**src/rtl/msort_pkg.sv**
```systemverilog
// Types and constants for the merge sorter.
// No dependencies.
package msort_pkg;

   localparam int VALUE_W          = 32;
   localparam int MAX_ELEMENTS_DEF = 64;

   typedef logic signed [VALUE_W-1:0] value_type;

   localparam value_type VALUE_ZERO = '0;

   // per-cycle command to every cell of the chain
   typedef struct packed {
      logic insert;   // place the incoming word in order
      logic shift;    // move every word one cell towards the head
   } cell_ctrl_type;

endpackage

```
**src/rtl/msort_cell.sv**
```systemverilog
// One cell of the sorting chain: holds one word and its occupied flag.
// Depends on msort_pkg.
module msort_cell (
   input  logic                     clock,
   input  logic                     reset,
   input  msort_pkg::cell_ctrl_type ctrl,
   input  msort_pkg::value_type     new_value,
   input  msort_pkg::value_type     prev_value,
   input  logic                     prev_occ,
   input  logic                     prev_gt,
   input  msort_pkg::value_type     next_value,
   input  logic                     next_occ,
   output msort_pkg::value_type     cur_value,
   output logic                     cur_occ,
   output logic                     cur_gt
);
   import msort_pkg::*;

   value_type value_ff, value_in;
   logic      occ_ff, occ_in;

   // empty cells count as greater; strict compare keeps equal words in arrival order
   assign cur_gt    = !occ_ff || (value_ff > new_value);
   assign cur_value = value_ff;
   assign cur_occ   = occ_ff;

   always_comb begin
      value_in = value_ff;
      occ_in   = occ_ff;
      if (ctrl.insert && cur_gt) begin
         if (prev_gt) begin
            value_in = prev_value;
            occ_in   = prev_occ;
         end else begin
            value_in = new_value;
            occ_in   = 1'b1;
         end
      end else if (ctrl.shift) begin
         value_in = next_value;
         occ_in   = next_occ;
      end
   end

   always_ff @(posedge clock) begin
      if (reset) begin
         occ_ff <= 1'b0;
      end else begin
         occ_ff <= occ_in;
      end
   end

   always_ff @(posedge clock) begin
      value_ff <= value_in;
   end

endmodule

```
**config.mk**
```make
export PLATFORM = sky130hd
export DESIGN_NAME = msort_cell
export DESIGN_NICKNAME = d
export VERILOG_FILES = /design/src/rtl/msort_pkg.sv /design/src/rtl/msort_cell.sv
export SDC_FILE = /design/constraint.sdc
export NUM_CORES = 1
export LEC_CHECK = 0
export ABC_AREA = 1
export BUFFER_PORTS_ARGS = -buffer_cell sky130_fd_sc_hd__buf_2
export CAP_MARGIN = 0
export CORE_UTILIZATION = 30
export CTS_BUF_LIST = sky130_fd_sc_hd__clkbuf_8 sky130_fd_sc_hd__clkbuf_16
export DETAILED_ROUTE_END_ITERATION = 8
export GPL_TIMING_DRIVEN = 0
export RECOVER_POWER = 25
export REMOVE_ABC_BUFFERS = 1
export SKIP_CTS_REPAIR_TIMING = 1
export SLEW_MARGIN = 10
export SYNTH_ARGS = -nofsm -noshare
export SYNTH_HDL_FRONTEND = slang
export SYNTH_SLANG_ARGS = --single-unit
```
**constraint.sdc**
```tcl
create_clock -name clock -period 2.69 [get_ports clock]
set_input_delay 0.269 -clock clock [delete_from_list [all_inputs] [get_ports clock]]
set_output_delay 0.269 -clock clock [all_outputs]
set_load 0.05 [all_outputs]
```
==> metrics.cfg, run 1 <==
[cells_and_area]
fin_nets = 608
stdcell_count = 585
utilization_pct = 39.6
mostFrequentLayoutCells = nand2_1 (141), buf_2 (112), inv_1 (49)
area_growth_pct = 28.7
antenna_cells = 0
final_common_cell = nand2_1
drive_gt1_share_pct = 33.5
design_area_um2 = 3640

[yosys]
synthAdderAreaFrac_pct = 14.2
yosys.area_share.simple_pct = 24.0
synth_cell_types = 24
yosys.area.top_type = edfxtp_1
syn_area_per_cell_um2 = 8.29
synth_area_leaders = edfxtp_1 (34%), nand2_1 (19%), ha_1 (14%)
syn-instance-count = 341
synth-seq-cells = 33
synth.top_cell.area_share_pct = 34.0
synth-warning-count = 0
yosysSeqAreaShare_pct = 34.7
synth-compound-area-share_pct = 16.6
synth_mux_area_share_pct = 0
synth_area_um2 = 2830
synth-xor-area-share_pct = 0
synth_top_family_by_area = simple AND/OR/NAND/NOR gates

[setup_path]
startpoint_type = flip-flop
path_class = reg2out
crit_arrival_ns = 2.22
end_kind = primary output
r2r_end = cur_value[15]
r2r_cells = 12
regToRegSetupSlack_ns = 0.25
cp.required_ns = 2.42
r2r_start = cur_value[31]
crit_fanout = 4

[timing]
setup-violations-final = 0
worst_pin_slew_ns = 1.02
layout_min_cycle_time_ns = 2.49
max_freq_ghz = 0.401
fin_crit_sh_pct = 92.7
rsz0062_at_grt = no
drv_slew = 0
timing.slew.headroom_pct = 31.8
clock_skew_ns = 0.00964
tns_ns = 0
hold_violations = 0

[worst_hold_path]
min-delay-start = reset
hold_end = cur_occ
min_path_type = in2reg
min_path_cells = 2

[global_route]
grt_overflow = 0
grt_max_degree = 65
grt_pass1_vias = 2586
antenna_found_initial = 0
grt_usage_pct = 15.1
grt_pass1_wl_mm = 11.9

[clock_tree]
clk_latency_ns = 0.29
clock_sinks = 33
clockBufferDepth = 2
numCtsBuffers = 5
cts_max_level = 2
clk_pin_slew_worst_paths_ns = 0.07
root_buffer = clkbuf_8
cts_tree = yes

[detailed_routing]
post-route-drc-count = 0
routedWlPerCell_um = 12.9
drt-pass1-iter-count = 4
wl_mm = 7.52
drt_iter0_markers = 23
drtAntennaViolNets = 0
via_per_inst = 4.54
vias = 2655

[die]
coreArea_um2 = 9200
num_io_pins = 137
die_w_um = 99.1
die-height_um = 99.1
start_util_pct = 30.7
dieArea_um2 = 9820
rows = 35

[power]
power_mw = 1.89
p_leak_nw = 1.98
intPower_mw = 1.09
clock_power_share_pct = 21.3
power.density_nw_per_um2 = 520
power_switching_mw = 0.803
sw_frac_of_total_pct = 42.4
p_seq_share_pct = 36.7
pwr-share-comb_pct = 42.0
vdd_drop_max_mv = 0.255

[place]
port_buffers = 136
gp_congestion = 0.698
dpl.hpwl_mm = 5.42
dpl.cell_count = 576
dpl_cell_area_um2 = 3550

[flow_run]
cap_violations = 0

[status]
status = finished clean

[state kept, by name, indices dropped and copies added, names as in the netlist]
register / cells
cur_value: 32
cur_occ: 1
[how the worst max path moves through the flow]
stage / depth (start not counted) / startpoint / to / slack [ns]
after floorplan: 12 / cur_value[31] / cur_value[0] / -0.48
after global placement: 16 / new_value[5] / cur_value[9] / -0.68
after detailed placement: 16 / new_value[5] / cur_value[9] / -0.26
after CTS: 12 / cur_value[31] / cur_value[11] / -0.29
after global routing: 11 / cur_value[31] / cur_gt / 0.03
final: 11 / cur_value[31] / cur_gt / 0.20
[layout make-up]
cell class	instances	area (um^2)
fillers	1019	5560
multi-input cells	247	1580
flip-flops and latches	33	981
repair buffers	136	651
inverters	50	201
well taps	111	139
clock buffers	6	82.6
clock inverters	2	7.51
[kinds of logic after synthesis]
family | after synthesis
flops | 33
compound gates | 47
buf+inv | 62
simple gates | 167
fa+ha+maj | 32
[per-stage QoR]
stage          hold slack, ns  setup WS, ns
3_5_place_dp            0.432        -0.263
2_1_floorplan           0.338        -0.476
4_1_cts                 0.122        -0.291
5_1_grt                 0.126        0.0266
3_3_place_gp            0.426        -0.683
6_report                0.135         0.197
[synthesized netlist by cell type]
library cell / n
nand2_1: 142
a21oi_1: 11
nand2_8: 1
nand3_1: 5
clkbuf_1: 3
nor2_2: 1
nand2_4: 1
inv_2: 2
inv_1: 47
a21o_1: 2
and3_1: 1
nand3_2: 2
edfxtp_1: 32
or2_2: 1
ha_1: 32
nand4_1: 1
buf_12: 3
o211ai_2: 30
dfxtp_1: 1
nor2_1: 12
inv_8: 1
o211ai_1: 2
o21ai_0: 2
buf_2: 6
[power groups by stage]
stage,clock (mW),combinational (mW),sequential (mW)
floorplan,0,0.327,0.944
finish,0.403,0.795,0.696
CTS,0.416,0.809,0.696
detailed placement,0,0.806,0.707
global placement,0,0.795,0.703
global route,0.430,0.884,0.706
[critical path, cell delays in order, from the launching register on]
cell and delay, ns:
edfxtp_1 0.41, ha_1 0.34, nand2_1 0.07, inv_2 0.06
nand3_2 0.07, nor2_2 0.13, and3_1 0.19, nand2_1 0.08
nand3_1 0.08, nand3_2 0.10, nand2_4 0.13, buf_2 0.29
[per-layer routing]
metal  global-route usage [%]  vias up  routed length [um]
li1                         -     1383                   -
met1                     19.1     1186                3500
met2                     27.1       81                3620
met3                     2.55        5                 361
met4                     3.05        0                  40
met5                        0        -                   0
(Power assumes the default switching activity.)
==> run 2: changes to the inputs <==
--- a/config.mk
+++ b/config.mk
@@ -8,8 +8,9 @@
 export ABC_AREA = 1
 export BUFFER_PORTS_ARGS = -buffer_cell sky130_fd_sc_hd__buf_2
 export CAP_MARGIN = 0
-export CORE_UTILIZATION = 30
+export CORE_UTILIZATION = 31
 export CTS_BUF_LIST = sky130_fd_sc_hd__clkbuf_8 sky130_fd_sc_hd__clkbuf_16
+export CTS_CLUSTER_DIAMETER = 200
 export DETAILED_ROUTE_END_ITERATION = 8
 export GPL_TIMING_DRIVEN = 0
 export RECOVER_POWER = 25
==> metrics.cfg, run 2 (synthesis results as in run 1) <==
[status]
status = finished clean

[global_route]
grt_pass1_wl_mm = 11.8
grt_max_degree = 65
grt_usage_pct = 15.2
grt_pass1_vias = 2682
grt_overflow = 0
antenna_found_initial = 0

[setup_path]
cpMaxStageDelayCell = edfxtp_1
end_kind = primary output
crit_path_max_incr_delay_ns = 0.39
r2r_start = cur_value[31]
cp.required_ns = 2.42
path_class = reg2out
r2r_end = cur_value[13]
crit_fanout = 4
regToRegSetupSlack_ns = 0.32
crit_arrival_ns = 2.20
path_cells = ha_1, nand2_1, inv_2, nand3_2, nor2_2, and3_1, nand2_1, nand3_1, nand3_2, nand2_4, clkbuf_4
crit_family = simple AND/OR/NAND/NOR gates
path_buf_inv = 2
startpoint_type = flip-flop
crit_path_start = cur_value[31]
r2r_cells = 13

[timing]
max_freq_ghz = 0.406
rsz0062_at_grt = no
worst_pin_slew_ns = 0.626
drv_slew = 0
setup-violations-final = 0
timing.slew.headroom_pct = 58.5
clock_skew_ns = 0.00497
fin_crit_sh_pct = 91.6
tns_ns = 0
hold_violations = 0
holdWs_ns = 0.136
layout_min_cycle_time_ns = 2.46

[die]
start_util_pct = 32.3
die_w_um = 97.5
coreArea_um2 = 8760
die-height_um = 97.5
rows = 34
num_io_pins = 137
dieArea_um2 = 9510

[flow_run]
cap_violations = 0

[cells_and_area]
mostFrequentLayoutCells = nand2_1 (141), buf_2 (111), inv_1 (50)
area_growth_pct = 32.0
antenna_cells = 0
utilization_pct = 42.6
fin_nets = 616
stdcell_count = 590
largest_register_ffs = 32
drive_gt1_share_pct = 34.4
final_common_cell = nand2_1

[worst_hold_path]
min_path_type = in2reg
min-delay-start = reset
hold_end = cur_occ
min_path_cells = 2

[detailed_routing]
drt_iter0_markers = 48
via_per_inst = 4.55
drt-pass1-iter-count = 4
routedWlPerCell_um = 12.6
wl_mm = 7.44
post-route-drc-count = 0
vias = 2684
drtAntennaViolNets = 0

[clock_tree]
clk_pin_slew_worst_paths_ns = 0.07
clockBufferDepth = 2
cts_tree = yes
cts_max_level = 2
root_buffer = clkbuf_8
clock_sinks = 33
clk_latency_ns = 0.28
numCtsBuffers = 5

[power]
vdd_drop_max_mv = 0.181
p_leak_nw = 2.04
power.density_nw_per_um2 = 503

[place]
port_buffers = 136
dpl.cell_count = 574
gp_congestion = 0.707
dpl.hpwl_mm = 5.33

==> run 2: cell type report <==
cell class	instances	area, um^2
clock buffer	5	68.8
clock inverter	3	11.3
fill	942	5030
inverter	50	201
multi-input combinational	247	1580
sequential	33	981
tap	108	135
timing repair buffer	144	758
==> run 2: metal layers <==
metal / part of all wire [%] / vias up / track usage [%] / routed length (um)
met3: 6.0 / 5 / 3.81 / 443
met5: 0 / - / 0 / 0
met4: 0.69 / 0 / 3.05 / 51
li1: - / 1399 / - / -
met2: 47 / 85 / 27.2 / 3500
met1: 46 / 1195 / 18.4 / 3450
==> run 2: how the worst max path moves through the flow <==
stage	endpoint	slack [ns]	depth (start not counted)
global placement	cur_value[12]	-0.77	15
CTS	cur_value[13]	-0.16	13
finish	cur_gt	0.23	11
floorplan	cur_value[0]	-0.48	12
detailed placement	cur_value[13]	-0.16	15
global route	cur_gt	0.003	12
==> run 2: power breakdown <==
group / switching [mW] / internal [mW]
sequential: 0.0392 / 0.655
clock: 0.185 / 0.173
combinational: 0.569 / 0.257
==> run 2: through the flow <==
step / setup WS, ns / area (um^2) / total power [mW]
detailed placement: -0.156 / 3570 / 1.52
finish: 0.226 / 3730 / 1.88
floorplan: -0.476 / 2730 / 1.27
global route: 0.00345 / 3730 / 2.02
global placement: -0.769 / 3540 / 1.49
CTS: -0.163 / 3650 / 1.89
==> run 3: changes to the inputs <==
--- a/config.mk
+++ b/config.mk
@@ -13,8 +13,6 @@
 export CTS_CLUSTER_DIAMETER = 200
 export DETAILED_ROUTE_END_ITERATION = 8
 export GPL_TIMING_DRIVEN = 0
-export RECOVER_POWER = 25
-export REMOVE_ABC_BUFFERS = 1
 export SKIP_CTS_REPAIR_TIMING = 1
 export SLEW_MARGIN = 10
 export SYNTH_ARGS = -nofsm -noshare
==> metrics.cfg, run 3 (synthesis results as in run 1) <==
[status]
status = finished clean

[detailed_routing]
post-route-drc-count = 0
drt-pass1-iter-count = 4
routedWlPerCell_um = 13.3
drtAntennaViolNets = 0
wl_mm = 7.94
via_per_inst = 4.59
drt_iter0_markers = 82
vias = 2736

[cells_and_area]
largest_register_ffs = 32
utilization_pct = 43.8
fin_nets = 622
mostFrequentLayoutCells = nand2_1 (141), buf_2 (141), inv_1 (47)
antenna_cells = 0
area_growth_pct = 35.9
design_area_um2 = 3840
drive_gt1_share_pct = 40.2

[timing]
rsz0062_at_grt = no
fin_crit_sh_pct = 93.0
drv_slew = 0
setup-violations-final = 0
layout_min_cycle_time_ns = 2.50
layout_setup_ws_ns = 0.189
worst_pin_slew_ns = 0.564
max_freq_ghz = 0.400
holdWs_ns = 0.128
clock_skew_ns = 0.00856
tns_ns = 0
hold_violations = 0
timing.slew.headroom_pct = 62.4

[die]
num_io_pins = 137
dieArea_um2 = 9510
start_util_pct = 32.3
rows = 34
coreArea_um2 = 8760
die_w_um = 97.5
die-height_um = 97.5

[place]
port_buffers = 136
dpl_cell_area_um2 = 3660
dp_slack_ns = 0.0660
dpl.hpwl_mm = 6.11
gp_congestion = 0.844

[clock_tree]
cts_tree = yes
numCtsBuffers = 5
clk_latency_ns = 0.29
clk_pin_slew_worst_paths_ns = 0.07
clockBufferDepth = 2
root_buffer = clkbuf_8
clock_sinks = 33
cts_max_level = 2

[setup_path]
cpMaxStageDelayCell = edfxtp_1
startpoint_type = flip-flop
crit_fanout = 3
path_cells = ha_1, nand2_1, inv_2, nand3_2, nor2_2, and3_1, nand2_1, nand3_1, nand3_2, nand2_4, buf_2
cp.required_ns = 2.42
path_class = reg2out
crit_path_max_incr_delay_ns = 0.40
end_kind = primary output
crit_arrival_ns = 2.23

[global_route]
grt_pass1_wl_mm = 12.8
antenna_found_initial = 0
grt_overflow = 0
grt_max_degree = 33
grt_usage_pct = 16.7
grt_pass1_vias = 2733

[worst_hold_path]
min_path_type = in2reg

[yosys]
synth_fp_nets = 476

[power]
p_leak_nw = 2.13
power.density_nw_per_um2 = 551
vdd_drop_max_mv = 0.255

[flow_run]
cap_violations = 0

-- run 3: cell count changes in the layout (fill, tap and decap cells not counted), sizes merged --
cell    change
buf        +26
clkbuf     -22
bufinv      +2
inv         -2
nand2       +2
-- run 3: per-stage QoR --
step	total power, mW	cells
final	2.12	596
after global routing	2.25	596
after CTS	2.13	593
after detailed placement	1.55	585
after global placement	1.53	585
after floorplan	1.30	341
-- run 3: power breakdown --
group | switching [mW] | internal (mW) | leakage [nW]
Sequential | 0.0408 | 0.655 | 0.337
Clock | 0.207 | 0.369 | 0.0681
Combinational | 0.572 | 0.275 | 1.73
Total | 0.820 | 1.30 | 2.13
-- run 3: worst max-delay path: cells and delay by family (launching register included) --
family,cells,cell delay (ns)
buffers and inverters,2,0.33
adder cells (fa/ha/maj),1,0.34
AND/OR/NAND/NOR,8,0.88
flip-flops,1,0.40
-- run 3: layout make-up --
cell class              count  area, um^2
clock buffers               5        68.8
clock inverters             3        65.1
inverters                  50         195
multi-input cells         249        1610
plain buffers              12         108
fillers                   910        4920
repair buffers            136         681
flip-flops and latches     33         981
well taps                 108         135
-- run 3: path summary, 6_finish.rpt --
kind	start	endpoint	slack, ns	cells after the start
worst max-delay path	cur_value[31]	cur_gt	0.19	11
worst min-delay path	reset	cur_occ	0.13	2
worst max register to register	cur_value[31]	cur_value[0]	0.27	14
worst min register to register	cur_occ	cur_occ	0.53	2
-- run 3: per-layer routing --
metal	share of wire (%)	GRT usage, %	wire (um)
met5	0	0	0
met4	1.4	3.85	108
met3	5.2	3.53	416
met2	48	28.2	3800
met1	45	21.7	3610
